### config.mk
export PLATFORM = sky130hd
export DESIGN_NAME = i2c_master_bit_sequencer
export DESIGN_NICKNAME = d
export VERILOG_FILES = /design/src/rtl/i2cmbs_pkg.sv /design/src/rtl/i2cmbs_front.sv /design/src/rtl/i2cmbs_fifo.sv /design/src/rtl/i2cmbs_back.sv /design/src/rtl/i2c_master_bit_sequencer.sv
export SDC_FILE = /design/constraint.sdc
export NUM_CORES = 1
export LEC_CHECK = 0
export ABC_AREA = 1
export BUFFER_PORTS_ARGS = -buffer_cell sky130_fd_sc_hd__buf_2
export CORE_MARGIN = 2
export CORE_UTILIZATION = 65
export CTS_BUF_LIST = sky130_fd_sc_hd__clkbuf_8
export CTS_CLUSTER_SIZE = 20
export DETAILED_ROUTE_END_ITERATION = 12
export GPL_TIMING_DRIVEN = 0
export PLACE_DENSITY = 0.86
export SLEW_MARGIN = 5
export SYNTH_ARGS = -nofsm -noshare
export SYNTH_HDL_FRONTEND = slang
export SYNTH_SLANG_ARGS = --single-unit
### constraint.sdc
create_clock -name clk -period 5.1 [get_ports clk]
set_input_delay 0.51 -clock clk [delete_from_list [all_inputs] [get_ports clk]]
set_output_delay 0.51 -clock clk [all_outputs]
set_load 0.02 [all_outputs]
### src/rtl/i2cmbs_pkg.sv
package i2cmbs_pkg;

  // command codes, same encoding as the operation field
  typedef enum logic [2:0] {
    CMD_NONE      = 3'd0,
    CMD_START     = 3'd1,
    CMD_STOP      = 3'd2,
    CMD_WRITE     = 3'd3,
    CMD_READ_ACK  = 3'd4,
    CMD_READ_NACK = 3'd5
  } cmd_t;

  // one classified request, as it travels from front to back
  typedef struct packed {
    cmd_t       cmd;
    logic [7:0] tx_byte;
    logic       sda;
  } item_t;

  localparam logic [7:0] TICKS_RESET = 8'd50;
  localparam int unsigned DEF_QUEUE_DEPTH = 2;

  // phase numbers that matter to the sequencer
  localparam logic [5:0] PH_START_CHECK = 6'd1;
  localparam logic [5:0] PH_START_SDA_LO = 6'd2;
  localparam logic [5:0] PH_SHORT_LAST = 6'd3;
  localparam logic [5:0] PH_WR_DATA_END = 6'd24;
  localparam logic [5:0] PH_WR_ACK_REL = 6'd25;
  localparam logic [5:0] PH_WR_LAST = 6'd26;
  localparam logic [5:0] PH_RD_DATA_END = 6'd16;
  localparam logic [5:0] PH_RD_ACK_DRV = 6'd17;
  localparam logic [5:0] PH_RD_ACK_SCL = 6'd18;
  localparam logic [5:0] PH_RD_LAST = 6'd19;

  // sub step within a written bit
  localparam logic [1:0] SUB_SCL_LO = 2'd0;
  localparam logic [1:0] SUB_SDA_SET = 2'd1;
  localparam logic [1:0] SUB_SCL_HI = 2'd2;

endpackage

### src/rtl/i2cmbs_front.sv
module i2cmbs_front (
  input  logic                 in_valid,
  output logic                 in_stall,
  input  logic [2:0]           in_operation,
  input  logic [7:0]           in_tx_byte,
  input  logic                 in_sda_in,
  output logic                 push,
  output i2cmbs_pkg::item_t    push_item,
  input  logic                 queue_full
);
  import i2cmbs_pkg::*;

  cmd_t cmd;

  // classify the operation code, unknown codes become no command
  always_comb begin
    if (in_operation inside {[CMD_START:CMD_READ_NACK]}) begin
      cmd = cmd_t'(in_operation);
    end else begin
      cmd = CMD_NONE;
    end
  end

  // hand the request to the queue
  assign in_stall          = queue_full;
  assign push              = in_valid & ~queue_full;
  assign push_item.cmd     = cmd;
  assign push_item.tx_byte = in_tx_byte;
  assign push_item.sda     = in_sda_in;

endmodule

### src/rtl/i2cmbs_fifo.sv
module i2cmbs_fifo #(
  parameter int unsigned DEPTH = i2cmbs_pkg::DEF_QUEUE_DEPTH
) (
  input  logic              clk,
  input  logic              rst_n,
  input  logic              push,
  input  i2cmbs_pkg::item_t push_item,
  output logic              full,
  input  logic              pop,
  output i2cmbs_pkg::item_t pop_item,
  output logic              empty
);
  import i2cmbs_pkg::*;

  localparam int unsigned PTR_W = (DEPTH > 1) ? $clog2(DEPTH) : 1;
  localparam int unsigned CNT_W = $clog2(DEPTH + 1);

  item_t             mem [DEPTH];
  logic [PTR_W-1:0]  wr_ptr_r, wr_ptr_nxt;
  logic [PTR_W-1:0]  rd_ptr_r, rd_ptr_nxt;
  logic [CNT_W-1:0]  count_r, count_nxt;

  assign full     = (count_r == CNT_W'(DEPTH));
  assign empty    = (count_r == '0);
  assign pop_item = mem[rd_ptr_r];

  // pointer and fill count update
  always_comb begin
    wr_ptr_nxt = wr_ptr_r;
    rd_ptr_nxt = rd_ptr_r;
    count_nxt  = count_r;
    if (push) begin
      wr_ptr_nxt = (wr_ptr_r == PTR_W'(DEPTH - 1)) ? '0 : wr_ptr_r + 1'b1;
    end
    if (pop) begin
      rd_ptr_nxt = (rd_ptr_r == PTR_W'(DEPTH - 1)) ? '0 : rd_ptr_r + 1'b1;
    end
    if (push && !pop) begin
      count_nxt = count_r + 1'b1;
    end else if (!push && pop) begin
      count_nxt = count_r - 1'b1;
    end
  end

  always_ff @(posedge clk) begin
    if (!rst_n) begin
      wr_ptr_r <= '0;
      rd_ptr_r <= '0;
      count_r  <= '0;
    end else begin
      wr_ptr_r <= wr_ptr_nxt;
      rd_ptr_r <= rd_ptr_nxt;
      count_r  <= count_nxt;
    end
  end

  // storage
  always_ff @(posedge clk) begin
    if (push) begin
      mem[wr_ptr_r] <= push_item;
    end
  end

endmodule

### src/rtl/i2cmbs_back.sv
module i2cmbs_back (
  input  logic              clk,
  input  logic              rst_n,
  input  logic [7:0]        ticks_per_phase,
  input  logic              queue_empty,
  input  i2cmbs_pkg::item_t pop_item,
  output logic              pop,
  output logic              out_valid,
  input  logic              out_stall,
  output logic              out_scl_out,
  output logic              out_sda_out,
  output logic              out_busy_res,
  output logic              out_done_res,
  output logic [7:0]        out_rx_byte,
  output logic              out_ack_seen,
  output logic              out_start_failed
);
  import i2cmbs_pkg::*;

  cmd_t        cmd_r, cmd_nxt;
  logic [5:0]  phase_r, phase_nxt;
  logic [2:0]  bit_r, bit_nxt;
  logic [1:0]  sub_r, sub_nxt;
  logic [7:0]  cnt_r, cnt_nxt;
  logic [7:0]  shift_r, shift_nxt;
  logic        scl_r, scl_nxt;
  logic        sda_r, sda_nxt;
  logic        ack_r, ack_nxt;
  logic [7:0]  rx_r, rx_nxt;
  logic        fail_r, fail_nxt;
  logic        done_nxt;
  logic        out_valid_r;

  logic [7:0]  limit;
  logic [7:0]  cnt_inc;
  logic [5:0]  phase_inc;
  logic        busy;
  logic        launch;
  logic        phase_end;
  logic        finish;

  // take a request whenever the result register is free or draining
  assign pop = ~queue_empty & (~out_valid_r | ~out_stall);

  // step decode: tick limit, end of phase, end of command
  always_comb begin
    limit     = (ticks_per_phase == 8'd0) ? 8'd1 : ticks_per_phase;
    cnt_inc   = cnt_r + 8'd1;
    phase_inc = phase_r + 6'd1;
    busy      = (cmd_r != CMD_NONE);
    launch    = ~busy & (pop_item.cmd != CMD_NONE);
    phase_end = busy & (cnt_inc >= limit);
    case (cmd_r)
      CMD_START:     finish = ((phase_r == PH_START_CHECK) && !pop_item.sda)
                              || (phase_r >= PH_SHORT_LAST);
      CMD_STOP:      finish = (phase_r >= PH_SHORT_LAST);
      CMD_WRITE:     finish = (phase_r >= PH_WR_LAST);
      CMD_READ_ACK,
      CMD_READ_NACK: finish = (phase_r >= PH_RD_LAST);
      default:       finish = 1'b0;
    endcase
  end

  // next state: command, phase, bit position, sub step, tick count
  always_comb begin
    cmd_nxt   = cmd_r;
    phase_nxt = phase_r;
    bit_nxt   = bit_r;
    sub_nxt   = sub_r;
    cnt_nxt   = cnt_r;
    done_nxt  = 1'b0;
    if (launch) begin
      cmd_nxt   = pop_item.cmd;
      phase_nxt = '0;
      bit_nxt   = '0;
      sub_nxt   = SUB_SCL_LO;
      cnt_nxt   = '0;
    end else if (busy) begin
      cnt_nxt = cnt_inc;
      if (phase_end) begin
        cnt_nxt = '0;
        if (finish) begin
          cmd_nxt   = CMD_NONE;
          phase_nxt = '0;
          bit_nxt   = '0;
          sub_nxt   = SUB_SCL_LO;
          done_nxt  = 1'b1;
        end else begin
          phase_nxt = phase_inc;
          if (cmd_r == CMD_WRITE && phase_inc < PH_WR_DATA_END) begin
            if (sub_r == SUB_SCL_HI) begin
              sub_nxt = SUB_SCL_LO;
              bit_nxt = bit_r + 3'd1;
            end else begin
              sub_nxt = sub_r + 2'd1;
            end
          end
        end
      end
    end
  end

  // line levels and data registers
  always_comb begin
    scl_nxt   = scl_r;
    sda_nxt   = sda_r;
    shift_nxt = shift_r;
    ack_nxt   = ack_r;
    rx_nxt    = rx_r;
    fail_nxt  = fail_r;
    if (launch) begin
      case (pop_item.cmd)
        CMD_START: begin
          fail_nxt = 1'b0;
          sda_nxt  = 1'b1;
        end
        CMD_STOP: begin
          scl_nxt = 1'b0;
        end
        CMD_WRITE: begin
          shift_nxt = pop_item.tx_byte;
          scl_nxt   = 1'b0;
        end
        default: begin
          shift_nxt = '0;
          sda_nxt   = 1'b1;
          scl_nxt   = 1'b0;
        end
      endcase
    end else if (phase_end) begin
      if (finish) begin
        case (cmd_r)
          CMD_START: begin
            if (phase_r == PH_START_CHECK && !pop_item.sda) begin
              fail_nxt = 1'b1;
            end
          end
          CMD_WRITE: begin
            ack_nxt = ~pop_item.sda;
            scl_nxt = 1'b0;
          end
          CMD_READ_ACK, CMD_READ_NACK: begin
            rx_nxt = shift_r;
          end
          default: begin
          end
        endcase
      end else begin
        case (cmd_r)
          CMD_START: begin
            if (phase_inc == PH_START_CHECK) begin
              scl_nxt = 1'b1;
            end else if (phase_inc == PH_START_SDA_LO) begin
              sda_nxt = 1'b0;
            end else begin
              scl_nxt = 1'b0;
            end
          end
          CMD_STOP: begin
            if (phase_inc == 6'd1) begin
              sda_nxt = 1'b0;
            end else if (phase_inc == 6'd2) begin
              scl_nxt = 1'b1;
            end else begin
              sda_nxt = 1'b1;
            end
          end
          CMD_WRITE: begin
            if (phase_inc < PH_WR_DATA_END) begin
              case (sub_nxt)
                SUB_SCL_LO:  scl_nxt = 1'b0;
                SUB_SDA_SET: sda_nxt = shift_r[~bit_nxt];
                default:     scl_nxt = 1'b1;
              endcase
            end else if (phase_inc == PH_WR_DATA_END) begin
              scl_nxt = 1'b0;
            end else if (phase_inc == PH_WR_ACK_REL) begin
              sda_nxt = 1'b1;
            end else begin
              scl_nxt = 1'b1;
            end
          end
          default: begin
            // sample on the end of each high half of a data bit
            if (phase_r < PH_RD_DATA_END && phase_r[0]) begin
              shift_nxt = {shift_r[6:0], pop_item.sda};
            end
            if (phase_inc < PH_RD_DATA_END) begin
              scl_nxt = phase_inc[0];
            end else if (phase_inc == PH_RD_DATA_END) begin
              scl_nxt = 1'b0;
            end else if (phase_inc == PH_RD_ACK_DRV) begin
              sda_nxt = (cmd_r == CMD_READ_ACK) ? 1'b0 : 1'b1;
            end else if (phase_inc == PH_RD_ACK_SCL) begin
              scl_nxt = 1'b1;
            end else begin
              scl_nxt = 1'b0;
            end
          end
        endcase
      end
    end
  end

  // sequencer state
  always_ff @(posedge clk) begin
    if (!rst_n) begin
      cmd_r   <= CMD_NONE;
      phase_r <= '0;
      bit_r   <= '0;
      sub_r   <= SUB_SCL_LO;
      cnt_r   <= '0;
      shift_r <= '0;
      scl_r   <= 1'b1;
      sda_r   <= 1'b1;
      ack_r   <= 1'b0;
      rx_r    <= '0;
      fail_r  <= 1'b0;
    end else if (pop) begin
      cmd_r   <= cmd_nxt;
      phase_r <= phase_nxt;
      bit_r   <= bit_nxt;
      sub_r   <= sub_nxt;
      cnt_r   <= cnt_nxt;
      shift_r <= shift_nxt;
      scl_r   <= scl_nxt;
      sda_r   <= sda_nxt;
      ack_r   <= ack_nxt;
      rx_r    <= rx_nxt;
      fail_r  <= fail_nxt;
    end
  end

  // result register
  always_ff @(posedge clk) begin
    if (!rst_n) begin
      out_valid_r <= 1'b0;
    end else if (pop) begin
      out_valid_r <= 1'b1;
    end else if (!out_stall) begin
      out_valid_r <= 1'b0;
    end
  end

  always_ff @(posedge clk) begin
    if (pop) begin
      out_scl_out      <= scl_nxt;
      out_sda_out      <= sda_nxt;
      out_busy_res     <= (cmd_nxt != CMD_NONE);
      out_done_res     <= done_nxt;
      out_rx_byte      <= rx_nxt;
      out_ack_seen     <= ack_nxt;
      out_start_failed <= fail_nxt;
    end
  end

  assign out_valid = out_valid_r;

endmodule

### src/rtl/i2c_master_bit_sequencer.sv
// channel  | direction | handshake            | payload
// in_      | input     | in_valid / in_stall   | in_operation, in_tx_byte, in_sda_in
// out_     | output    | out_valid / out_stall | out_scl_out, out_sda_out, out_busy_res,
//          |           |                       | out_done_res, out_rx_byte, out_ack_seen,
//          |           |                       | out_start_failed
// cfg_     | input     | cfg_wr_en             | cfg_wr_data (ticks per phase)
//
// one request per cycle sustained while out_stall is low; a result is presented once the
// request is written into the queue, handed on by it and loaded into the result register.
// the back end performs one tick of the line sequencer per request taken from the queue.
// reset (rst_n low, synchronous) releases both lines, idles the sequencer, empties the queue
// and loads 50 ticks per phase.
// a stalled result holds; requests keep entering until the queue is full, then in_stall rises.
module i2c_master_bit_sequencer #(
  parameter int unsigned QUEUE_DEPTH = i2cmbs_pkg::DEF_QUEUE_DEPTH
) (
  input  logic       clk,
  input  logic       rst_n,
  input  logic       in_valid,
  output logic       in_stall,
  input  logic [2:0] in_operation,
  input  logic [7:0] in_tx_byte,
  input  logic       in_sda_in,
  output logic       out_valid,
  input  logic       out_stall,
  output logic       out_scl_out,
  output logic       out_sda_out,
  output logic       out_busy_res,
  output logic       out_done_res,
  output logic [7:0] out_rx_byte,
  output logic       out_ack_seen,
  output logic       out_start_failed,
  input  logic       cfg_wr_en,
  input  logic [7:0] cfg_wr_data
);
  import i2cmbs_pkg::*;

  logic [7:0] ticks_r;
  logic       push;
  item_t      push_item;
  logic       queue_full;
  logic       pop;
  item_t      pop_item;
  logic       queue_empty;

  // ticks per phase register
  always_ff @(posedge clk) begin
    if (!rst_n) begin
      ticks_r <= TICKS_RESET;
    end else if (cfg_wr_en) begin
      ticks_r <= cfg_wr_data;
    end
  end

  // request classification
  i2cmbs_front u_front (
    .in_valid     (in_valid),
    .in_stall     (in_stall),
    .in_operation (in_operation),
    .in_tx_byte   (in_tx_byte),
    .in_sda_in    (in_sda_in),
    .push         (push),
    .push_item    (push_item),
    .queue_full   (queue_full)
  );

  // request queue
  i2cmbs_fifo #(
    .DEPTH (QUEUE_DEPTH)
  ) u_fifo (
    .clk       (clk),
    .rst_n     (rst_n),
    .push      (push),
    .push_item (push_item),
    .full      (queue_full),
    .pop       (pop),
    .pop_item  (pop_item),
    .empty     (queue_empty)
  );

  // line sequencer and result register
  i2cmbs_back u_back (
    .clk              (clk),
    .rst_n            (rst_n),
    .ticks_per_phase  (ticks_r),
    .queue_empty      (queue_empty),
    .pop_item         (pop_item),
    .pop              (pop),
    .out_valid        (out_valid),
    .out_stall        (out_stall),
    .out_scl_out      (out_scl_out),
    .out_sda_out      (out_sda_out),
    .out_busy_res     (out_busy_res),
    .out_done_res     (out_done_res),
    .out_rx_byte      (out_rx_byte),
    .out_ack_seen     (out_ack_seen),
    .out_start_failed (out_start_failed)
  );

endmodule
Word-level counts from Yosys, hierarchy flattened. Memory sizes are Yosys's and may differ from the RTL's. A register that Yosys moved wholly into a read port is not among the register bits. Index checks and enable logic that the tools add are counted.

Input bits: 25. Memories: 1. Output and inout bits: 16. Bits in registers: 69. Bits in writable memories: 24.

Equality and inequality tests: 23. Reductions and logical operators: 28. Add/sub/neg operators: 8. $lt $le $gt $ge: 10. Mux-type cells: 94. Bitwise operators: 13.

Memory list: u_fifo.mem (depth 2, width 12, rd ports 1, clocked after Yosys merged registers in 1, write ports 1, line i2cmbs_fifo.sv:18) `item_t mem [DEPTH];`.

Operators with widths (number): 8-bit two-way mux (13); 1-bit two-way mux (52); 3-bit two-way mux (11); 6-bit by 5-bit equality test with 1-bit output (second input constant) (5); 6-bit two-way mux (4); 6-bit by 5-bit less-than comparator with 1-bit output (second input constant) (3); 2-bit two-way mux (8); 8-bit one-hot mux with 2 select lines (1); 3-bit by 2-bit equality test with 1-bit output (second input constant) (4); 6-bit by 1-bit equality test with 1-bit output (second input constant) (2); 6-bit by 5-bit >= comparator with 1-bit output (second input constant) (2); 3-bit nonzero test (3); 8-bit by 1-bit adder with 8-bit output (second input constant) (1); 8-bit >= comparator (1); 8-bit logical NOT (1); 2-bit nonzero test (4); 1-bit NOT (7); 6-bit by 1-bit adder with 6-bit output (second input constant) (1); 3-bit by 1-bit equality test with 1-bit output (second input constant) (2); 3-bit equality test (second input constant) (2); 6-bit by 2-bit equality test with 1-bit output (second input constant) (1); 6-bit by 2-bit >= comparator with 1-bit output (second input constant) (1); 1-bit logical AND (6); 2-bit by 1-bit inequality test with 1-bit output (second input constant) (3); other kinds (25) (38).

Longest topological paths before layout. Gate-level depths: netlist of run 1.

Depth after elaboration: 17. Mapped depth: 26.

By module. Synthesis of run 1 repeated with hierarchy kept, for this count alone.

Cells, all modules: 624. Area total of the unflattened synthesis: 5107.4 µm².

Modules (own cells, without submodules): i2cmbs_back (area each 3557.2 µm², cells an instance 489, times used 1); i2cmbs_fifo (area each 1132.3 µm², cells an instance 72, times used 1); i2c_master_bit_sequencer (area each 311.5 µm², cells an instance 45, times used 1); i2cmbs_front (area each 106.4 µm², cells an instance 18, times used 1).

Least setup slack after synthesis of run 1. Ideal clock, no wire load.

Kind: reg2reg. Start: register u_back.cnt_r[2]. End: register u_back.out_sda_out (data pin). Slack: 2.174 ns. Clock period less this slack: 2.926 ns. Path buffers: 0. Data required time: 4.834 ns. Data arrival time: 2.660 ns. Stages on the path, launching flop included: 21. Cells stage by stage: dfxtp_1 nand3_1 nand3b_1 nand3b_1 xnor2_1 ha_1 nand2_1 inv_1 nor3_1 nand2_1 nand2_8 nor2_4 or2_2 a21oi_2 nand3_1 nand2_1 nand2_1 nand2_1 nand3_1 nand2_1 nand2_2.

Cells in the longest elaborated chain, start to end: 15. Elaborated cells on any way between the ends: 19.

RTL lines: from (decl) (line i2cmbs_back.sv:24) `logic [7:0] cnt_r, cnt_nxt;`; from (signal assigned) (line i2cmbs_back.sv:224) `cnt_r <= cnt_nxt;`; 8-bit by 1-bit adder with 8-bit output * (line i2cmbs_back.sv:48) `cnt_inc = cnt_r + 8'd1;`; 8-bit >= comparator * (line i2cmbs_back.sv:52) `phase_end = busy & (cnt_inc >= limit);`; 1-bit AND * (line i2cmbs_back.sv:52); 3-bit two-way mux (line i2cmbs_back.sv:80) `if (phase_end) begin`; 3-bit two-way mux (line i2cmbs_back.sv:78) `end else if (busy) begin`; 3-bit two-way mux (line i2cmbs_back.sv:72) `if (launch) begin`; 3-bit NOT (line i2cmbs_back.sv:172) `SUB_SDA_SET: sda_nxt = shift_r[~bit_nxt];`; 1-bit binary-select mux with 3-bit select (line i2cmbs_back.sv:172); 1-bit two-way mux (implied by the code) (line i2cmbs_back.sv:172); 1-bit two-way mux (line i2cmbs_back.sv:170) `case (sub_nxt)`; 1-bit two-way mux (line i2cmbs_back.sv:169) `if (phase_inc < PH_WR_DATA_END) begin`; 1-bit one-hot mux with 3 select lines (line i2cmbs_back.sv:149) `case (cmd_r)`; 1-bit two-way mux (line i2cmbs_back.sv:131) `if (finish) begin`; 1-bit two-way mux * (line i2cmbs_back.sv:130) `end else if (phase_end) begin`; 1-bit two-way mux * (line i2cmbs_back.sv:111) `if (launch) begin`; net u_back.sda_nxt (line i2cmbs_back.sv:27) `logic sda_r, sda_nxt;`; to (signal assigned) (line i2cmbs_back.sv:248) `out_sda_out <= sda_nxt;`; to (decl) (line i2cmbs_back.sv:11) `output logic out_sda_out,`.

Mark *: on every way through the listed nets, which the timed path passes. The rest lies on a longest branch. The select of a mux whose other input is x is not followed. A chain may end at the register's enable or synchronous reset.

Worst setup path in the final report of run 1.
Start: register u_back.cnt_r[0]. End: register u_back.out_sda_out (data pin).

Same word-level chain as after synthesis.

==> results.md, run 1 <==
* Outcome: completed
* Path type of the worst min-delay path: input pin to flip-flop
* Post-synthesis cell type count at 50
* Routed length on met2 at ~5200 um
* Summed instance area of the synthesized netlist at around 0.0050 mm2
* Net switching power at 1373 uW
* Count of input and output buffers at 40
* Commonest cells after routing, fill and taps aside: 112 x sky130_fd_sc_hd__nand2_1, 78 x sky130_fd_sc_hd__inv_1, 56 x sky130_fd_sc_hd__dfxtp_1
* Cell seen most often among critical-path stages: sky130_fd_sc_hd__nand2_1
* CTS hold repair buffers at 0
* Net Count, Synth at between 600 and 700
* Floorplan die area at 0.008378 mm2
* Number of flops mapped to enable cells by yosys at 38
* Post-DP HPWL at between 8000 and 9000 um
* Detailed-routing wirelength on met1 at ~4900 um
* Cell-by-cell trace of the critical path: nand3_1 -> nand3b_1 -> nand3b_1 -> xnor2_1 -> ha_1 -> nand2_1 -> nor2_1 -> nor3_1 -> nand2_1 -> nand2_8 -> nand2_1 -> nand4_1 -> nand3_2 -> nand3_1 -> nand3_1 -> nand2_1 -> nand2_1 -> nand2_1 -> nand3_1 -> nand2_1 -> nand2_2
* Least-Margin Pin Slew at 0.9950 ns
* Global router's overall resource usage at 0.2844
* Flop pwr share at 0.391
* Total Routed Length at around 11000 um
* Clock transition at the registers of the reported paths at about 0.1 ns
* Unrepaired setup endpoints after global routing: false
* Static leakage at 0.002417 uW
* Count of cell instances traversed by the critical path at 21
* Number of nets still failing antenna checks after routing at 0
* Length in cells of the worst reg-to-reg path at 21
* Number of global-route vias before repair at 4214
* Number of clock buffers inserted by TritonCTS at 9
* Internal power summed over all cells at around 1600 uW
* Peak supply drop at 447.9 uV
* Vias at roughly 4500
* Crit-path slowest cell: sky130_fd_sc_hd__dfxtp_1
* Area growth syn-to-layout at 10.13%
* Main area contributors after synthesis: sky130_fd_sc_hd__edfxtp_1 23%, sky130_fd_sc_hd__dfxtp_1 23%, sky130_fd_sc_hd__nand2_1 8.4%, sky130_fd_sc_hd__inv_1 5.8%, sky130_fd_sc_hd__a21oi_1 4.2%
* CTS Root Cell: sky130_fd_sc_hd__clkbuf_8
* Clk sink count at 94
* Instance count after placement with tap cells included at 745
* Switching portion of total power at 0.4577
* Die outline height at between 90 and 100 um
* Final count of negative-setup-slack endpoints at 0
* Worst Skew at 0.01123 ns
* Post-route DRC violation count at 0
* Detailed-route vias per instance at 5.866
* Max frequency at 291.0 MHz
* Starting density of the core at 0.6793
* Filler instances at approximately 530
* Origin of the worst setup path: u_back.cnt_r[0]
* First-pass detailed-route iteration total at 5
* Final setup slack of the worst path at about 1.7 ns
* Setup crit end: u_back.out_sda_out
* Count of maximum capacitance violations at 0
* Worst setup path class: flip-flop to flip-flop
* Core area at about 0.0073 mm2
* Fin crit share at 0.6738
* Final Net Count at about 700
* Highest fanout seen on the critical path at 10
* Worst reg2reg endpoint: u_back.out_sda_out
* Share of the synthesized area in the top cell type at 0.2291
* Worst-case headroom to the max-slew limit at 0.3342
* Async set or reset register ratio after synthesis at 0
* Family with the most delay on the worst path: simple AND/OR/NAND/NOR gates
* Crit. End Element: flip-flop
* Post-CTS sizing at 0
* Buffers plus inverters on the worst setup path at 0
* Most common flop cell mapped by yosys: sky130_fd_sc_hd__dfxtp_1
* FF-to-FF setup slack at around 1.7 ns
* Yosys warning count at 0
* Clk pwr share at 0.156
* Largest net degree at the start of global routing at 24
* Cell type with the highest aggregate area in the netlist: sky130_fd_sc_hd__edfxtp_1
* Amount of wire on met3 after detailed routing at between 800 and 900 um
* Hold violation total from the final report at 0
* Power per cell area at 546.9 mW/mm2
* Antenna diodes at 0
* Number of non-filler instances in the completed layout at between 700 and 800
* Number of placed I/O pins at ~40
* Mean instance size in the synthesized netlist at ~8.2 um2
* Drt first-iter violations at ~430
* Max Slew Vio Count at 0
* Weighted congestion reported at the end of routability-driven placement at 0.9265
* Chip Width at ~92 um
* H-tree level count at 3
* Share of cells above drive strength 1 at 0.1631
* Most common cell after layout, fill and taps aside: sky130_fd_sc_hd__nand2_1
* Setup fix buffers added after clock tree synthesis at 0
* Worst path arrival time at 3.56 ns
* Flip-flop and latch count after synthesis at 94
* Count of mapped cells out of synthesis at around 610
* Top layer in use: met4
* WL/cell at around 15 um
* Final critical-path required period at between 3 and 4 ns
* RR Startpoint: u_back.cnt_r[0]
* Clock tree from TritonCTS: built
* Data required time of the critical path at around 5.2 ns
* Sequential share of the synthesized area at 0.4543
* Final standard cell utilization of the core at 0.7481
* Worst path max stage delay at roughly 0.42 ns
* Kind of launch point of the worst setup path: flip-flop
* Antenna violations before repair at 0
* Worst-skew pair later-pin latency at roughly 0.38 ns
* Logic pwr share at 0.453
* Total grt overflow at 0
* Post-Place Setup Slack at 1.743 ns
* Row cnt at 31
* Buffer depth of the longest clock path at 2
* Wire length of the first global-routing pass at 19040 um
* Sum of negative setup slack at 0 ns
==> per-stage QoR <==
stage | hold slack [ns] | area (um2) | total power (uW)
after floorplan | 0.4255 | 4980 | 2141
after global placement | 0.4349 | 5304 | 2443
after detailed placement | 0.4800 | 5304 | 2510
after CTS | 0.3052 | 5484 | 2976
after global routing | 0.3009 | 5484 | 3200
final | 0.3124 | 5484 | 2999
==> layer usage <==
metal  GRT usage  vias up
li1            -     2157
met1      0.3754     2073
met2      0.4602      192
met3     0.05726       42
met4      0.1111        0
met5           0        -
==> cell type report <==
cell class	count	area, um2	share of cell area
multi-input combinational	406	2285	0.4166
clock inverter	7	56.30	0.01027
tap	99	123.9	0.02259
clock buffer	9	123.9	0.02259
buffer	18	100.1	0.01825
sequential	94	2262	0.4125
inverter	88	332.8	0.06069
timing repair buffer	40	200.2	0.03650
==> flip-flops by register name, summed over array words and instances (netlist names), 3 cells and up, named ones only <==
signal / cells
u_back.out_rx_byte: 8
u_back.bit_r: 3
u_back.cnt_r: 8
ticks_r: 8
u_back.rx_r: 8
u_fifo.mem: 24
u_back.shift_r: 8
u_back.cmd_r: 3
u_back.phase_r: 6
==> synth_stat cells (4+ instances only) <==
| master | instances |
|---|---|
| sky130_fd_sc_hd__inv_2 | 9 |
| sky130_fd_sc_hd__nand2_1 | 112 |
| sky130_fd_sc_hd__o22ai_1 | 4 |
| sky130_fd_sc_hd__nand2_2 | 9 |
| sky130_fd_sc_hd__o21ai_0 | 41 |
| sky130_fd_sc_hd__buf_2 | 5 |
| sky130_fd_sc_hd__nand3_2 | 5 |
| sky130_fd_sc_hd__nand4_1 | 11 |
| sky130_fd_sc_hd__inv_1 | 77 |
| sky130_fd_sc_hd__xor2_1 | 7 |
| sky130_fd_sc_hd__ha_1 | 15 |
| sky130_fd_sc_hd__a211oi_1 | 27 |
| sky130_fd_sc_hd__nand3_1 | 26 |
| sky130_fd_sc_hd__clkbuf_1 | 9 |
| sky130_fd_sc_hd__a21oi_1 | 42 |
| sky130_fd_sc_hd__nor2_1 | 52 |
| sky130_fd_sc_hd__dfxtp_1 | 56 |
| sky130_fd_sc_hd__o21ai_1 | 8 |
| sky130_fd_sc_hd__edfxtp_1 | 38 |
| sky130_fd_sc_hd__a22oi_1 | 4 |
| sky130_fd_sc_hd__nor3_1 | 4 |
==> how the worst min path moves through the flow <==
stage,from,end,slack (ns),cells after the start
after floorplan,u_fifo.rd_ptr_r,flip-flop,0.43,1
after global placement,u_fifo.rd_ptr_r,u_fifo.rd_ptr_r,0.43,1
after detailed placement,u_fifo.rd_ptr_r,u_fifo.rd_ptr_r,0.48,1
after CTS,in_tx_byte[7],u_fifo.mem[0][8],0.31,1
after global routing,in_tx_byte[2],u_fifo.mem[0][3],0.30,1
final,in_tx_byte[2],u_fifo.mem[1][3],0.31,1
==> power groups by stage <==
stage                     Combinational, uW  Sequential (uW)  Clock (uW)
after floorplan                         910             1230           0
after global placement                 1270             1170           0
after detailed placement               1330             1180           0
after CTS                              1340             1170         470
after global routing                   1500             1200         505
final                                  1360             1170         469
==> worst register-to-register path, delay by kind of cell (launching register included) <==
family                   cells  cell delay (ns)
adder cells (fa/ha/maj)      1             0.27
flip-flops                   1             0.42
AND/OR/NAND/NOR             19             2.28
XOR/XNOR                     1             0.21
==> cells by family (layout without fill, tap and decap cells) <==
| group | count (synthesis) | after routing | synth area share |
|---|---|---|---|
| flops | 94 | 94 | 0.4543 |
| xor+xnor | 9 | 9 | 0.01583 |
| simple gates | 241 | 241 | 0.2364 |
| buf+inv | 106 | 162 | 0.08693 |
| fa+ha+maj | 15 | 15 | 0.03769 |
| compound gates | 141 | 141 | 0.1688 |
No activity file was read; power rests on OpenSTA's default activity.
==> inputs of run 2 (changes only) <==
--- a/config.mk
+++ b/config.mk
@@ -5,15 +5,15 @@
 export SDC_FILE = /design/constraint.sdc
 export NUM_CORES = 1
 export LEC_CHECK = 0
-export ABC_AREA = 1
+export ABC_AREA = 0
 export BUFFER_PORTS_ARGS = -buffer_cell sky130_fd_sc_hd__buf_2
 export CORE_MARGIN = 2
-export CORE_UTILIZATION = 65
+export CORE_UTILIZATION = 56
 export CTS_BUF_LIST = sky130_fd_sc_hd__clkbuf_8
 export CTS_CLUSTER_SIZE = 20
 export DETAILED_ROUTE_END_ITERATION = 12
 export GPL_TIMING_DRIVEN = 0
-export PLACE_DENSITY = 0.86
+export PLACE_DENSITY = 0.78
 export SLEW_MARGIN = 5
 export SYNTH_ARGS = -nofsm -noshare
 export SYNTH_HDL_FRONTEND = slang
==> constraint.sdc (replaced) <==
create_clock -name clk -period 3.05 [get_ports clk]
set_input_delay 0.305 -clock clk [delete_from_list [all_inputs] [get_ports clk]]
set_output_delay 0.305 -clock clk [all_outputs]
set_load 0.02 [all_outputs]
==> results.md, run 2 <==
* Outcome: complete, but fails checks
* Failing checks: setup timing
* Unrepaired setup endpoints after global routing: true
* Chip Width at between 90 and 100 um
* Net switching power at 2122 uW
* Number of non-filler instances in the completed layout at 740
* Sum of negative setup slack at -10.86 ns
* Final count of negative-setup-slack endpoints at 40
* Clk pwr share at 0.172
* Fin crit share at 1.219
* Data required time of the critical path at 3.16 ns
* Async set or reset register ratio after synthesis at 0
* Hold violation total from the final report at 0
* Buffers plus inverters on the worst setup path at 0
* Clk sink count at 94
* Worst Skew at about 0.013 ns
* Area growth syn-to-layout at 22.14%
* Core area at 0.009065 mm2
* Total Routed Length at 13360 um
* Drt first-iter violations at around 380
* Filler instances at 648
* Peak supply drop at 541.0 uV
* Clock transition at the registers of the reported paths at roughly 0.10 ns
* Die outline height at between 90 and 100 um
* Global router's overall resource usage at 0.2531
* Flip-flop and latch count after synthesis at 94
* Post-route DRC violation count at 0
* Worst-case headroom to the max-slew limit at 0.1584
* Static leakage at between 0.002 and 0.003 uW
* Count of input and output buffers at 39
* Clock tree from TritonCTS: built
* Mean instance size in the synthesized netlist at 9.509 um2
* Worst-skew pair later-pin latency at around 0.38 ns
* Largest net degree at the start of global routing at 24
* Kind of launch point of the worst setup path: flip-flop
* Worst setup path class: flip-flop to flip-flop
* Summed instance area of the synthesized netlist at 0.005154 mm2
* Commonest cells after routing, fill and taps aside: 59 x sky130_fd_sc_hd__nand2_1, 53 x sky130_fd_sc_hd__dfxtp_1, 44 x sky130_fd_sc_hd__buf_2
* Worst path max stage delay at 0.38 ns
* Row cnt at 35
* Number of placed I/O pins at around 40
* Net Count, Synth at between 500 and 600
* Share of the synthesized area in the top cell type at 0.2214
* Flop pwr share at 0.365
* Least-Margin Pin Slew at 1.262 ns
* Total grt overflow at 0
* Internal power summed over all cells at between 2000 and 3000 uW
* Crit. End Element: flip-flop
* Detailed-route vias per instance at ~6
* Highest fanout seen on the critical path at 7
* Antenna violations before repair at 0
* Yosys warning count at 0
* Cell type with the highest aggregate area in the netlist: sky130_fd_sc_hd__edfxtp_1
* Crit-path slowest cell: sky130_fd_sc_hd__dfxtp_4
* Final-layout worst hold slack at 0.1155 ns
* Cell seen most often among critical-path stages: sky130_fd_sc_hd__and3_4
* CTS Root Cell: sky130_fd_sc_hd__clkbuf_8
* Buffer depth of the longest clock path at 2
* Number of flops mapped to enable cells by yosys at 38
* Most common cell after layout, fill and taps aside: sky130_fd_sc_hd__nand2_1
* Vias at 4547
* Final Net Count at between 600 and 700
* Count of mapped cells out of synthesis at approximately 540
* Most common flop cell mapped by yosys: sky130_fd_sc_hd__dfxtp_1
* Number of global-route vias before repair at ~4200
* Post-synthesis cell type count at between 70 and 80
* Share of cells above drive strength 1 at 0.2671
* Switching portion of total power at 0.4282
* Most instantiated library cell after synthesis: sky130_fd_sc_hd__nand2_1
* Final critical-path required period at approximately 3.7 ns
* Antenna diodes at 0
* Max frequency at ~270 MHz
* H-tree level count at 3
* Sequential share of the synthesized area at 0.4389
* Max Slew Vio Count at 0
* Cell-by-cell trace of the critical path: and3_4 -> and3_4 -> nand3_4 -> xnor2_2 -> ha_1 -> nand2_2 -> or3_4 -> o221ai_4 -> and3_4 -> mux2i_1 -> or2_1 -> a311oi_2 -> o21ai_2 -> a21boi_1 -> o21bai_1
* Number of nets still failing antenna checks after routing at 0
* Number of flip-flops in the largest register at 24
* Register bank with the most flops: u_fifo.mem
* Weighted congestion reported at the end of routability-driven placement at ~0.89
* Instance count after placement with tap cells included at 692
* Most numerous cell types in the synthesized netlist: 61 x sky130_fd_sc_hd__nand2_1, 56 x sky130_fd_sc_hd__dfxtp_1, 38 x sky130_fd_sc_hd__edfxtp_1
* Number of clock buffers inserted by TritonCTS at 9
* Floorplan die area at around 0.01 mm2
* Logic pwr share at 0.463
* Path type of the worst min-delay path: input pin to flip-flop
* Wire length of the first global-routing pass at 20180 um
* WL/cell at about 18 um
* Power per cell area at 787.1 mW/mm2
* Post-DP HPWL at about 8600 um
* Main area contributors after synthesis: sky130_fd_sc_hd__edfxtp_1 22%, sky130_fd_sc_hd__dfxtp_1 22%, sky130_fd_sc_hd__nand2_1 4.4%, sky130_fd_sc_hd__mux2i_1 3.9%, sky130_fd_sc_hd__ha_1 3.6%
* Storage element area at approximately 0.0023 mm2
* Area of the multi-input gates at 0.002999 mm2
* Worst path arrival time at approximately 3.8 ns
* Family with the most delay on the worst path: simple AND/OR/NAND/NOR gates
* Count of maximum capacitance violations at 0
* Final setup slack of the worst path at -0.6671 ns
* Final standard cell utilization of the core at 0.6944
* First-pass detailed-route iteration total at 5
* Starting density of the core at 0.5685
[run 2: power by group through the flow]
stage / clock network [uW] / registers, uW / logic (uW)
floorplan: 0 / 1860 / 1240
global placement: 0 / 1810 / 1750
detailed placement: 0 / 1820 / 1790
CTS: 864 / 1790 / 2050
global route: 908 / 1830 / 2460
finish: 854 / 1810 / 2290
[run 2: final cells by class]
type	count	share of cell area
Multi-Input combinational cell	395	0.4764
Inverter	23	0.01371
Sequential cell	94	0.3608
Timing Repair Buffer	72	0.07394
Tap cell	111	0.02206
Clock buffer	9	0.01968
Buffer	29	0.02127
Clock inverter	7	0.01212
[run 2: per-layer routing]
layer  vias to the layer above  global-route usage  routed length, um
met5                         -                   0                  0
met4                         0             0.09905                480
met3                        47             0.05014                913
met2                       209              0.4345               6678
met1                      2156              0.3151               5281
li1                       2135                   -                  -
[run 2: worst reg2reg max path: stages, from the launching register on]
cell                       delay [ns]
sky130_fd_sc_hd__dfxtp_4         0.38
sky130_fd_sc_hd__and3_4          0.19
sky130_fd_sc_hd__and3_4          0.21
sky130_fd_sc_hd__nand3_4         0.09
sky130_fd_sc_hd__xnor2_2         0.16
sky130_fd_sc_hd__ha_1            0.32
sky130_fd_sc_hd__nand2_2         0.07
sky130_fd_sc_hd__or3_4           0.35
sky130_fd_sc_hd__o221ai_4        0.27
sky130_fd_sc_hd__and3_4          0.30
sky130_fd_sc_hd__mux2i_1         0.13
sky130_fd_sc_hd__or2_1           0.28
sky130_fd_sc_hd__a311oi_2        0.31
sky130_fd_sc_hd__o21ai_2         0.12
sky130_fd_sc_hd__a21boi_1        0.16
sky130_fd_sc_hd__o21bai_1        0.13
[run 2: kinds of logic after synthesis]
family,synth area share
AOI/OAI and AO/OA,0.1993
xor gates and xnor gates,0.02209
adders and majority gates,0.03836
buffers and inverters,0.04079
DFF,0.4389
muxes,0.06506
and+or+nand+nor,0.1954
[run 2: metrics by stage]
| stage | setup WS, ns | instance area, um2 | power [uW] |
|---|---|---|---|
| after CTS | -0.5754 | 6056 | 4702 |
| after detailed placement | -0.6447 | 5513 | 3610 |
| after global routing | -0.7660 | 6295 | 5203 |
| final | -0.6671 | 6295 | 4955 |
| after global placement | -0.6050 | 5513 | 3554 |
| after floorplan | -0.2911 | 5179 | 3098 |
[run 2: path summary, 6_finish.rpt]
| check | to | start | cells past startpoint | slack (ns) |
|---|---|---|---|---|
| max | u_back.out_sda_out | u_back.cnt_r[0] | 15 | -0.67 |
| max reg2reg | u_back.out_sda_out | u_back.cnt_r[0] | 15 | -0.67 |
| min reg2reg | u_back.rx_r[4] | u_back.rx_r[4] | 2 | 0.47 |
| min | u_fifo.mem[0][1] | in_tx_byte[0] | 1 | 0.12 |
[run 2: repair_timing]
action                                  in CTS  in global routing
endpoints found under the setup margin      43                 48
hold buffers                                 0                  0
setup buffers                               24                  9
pin swaps                                   22                 20
gates resized for setup                     41                 39
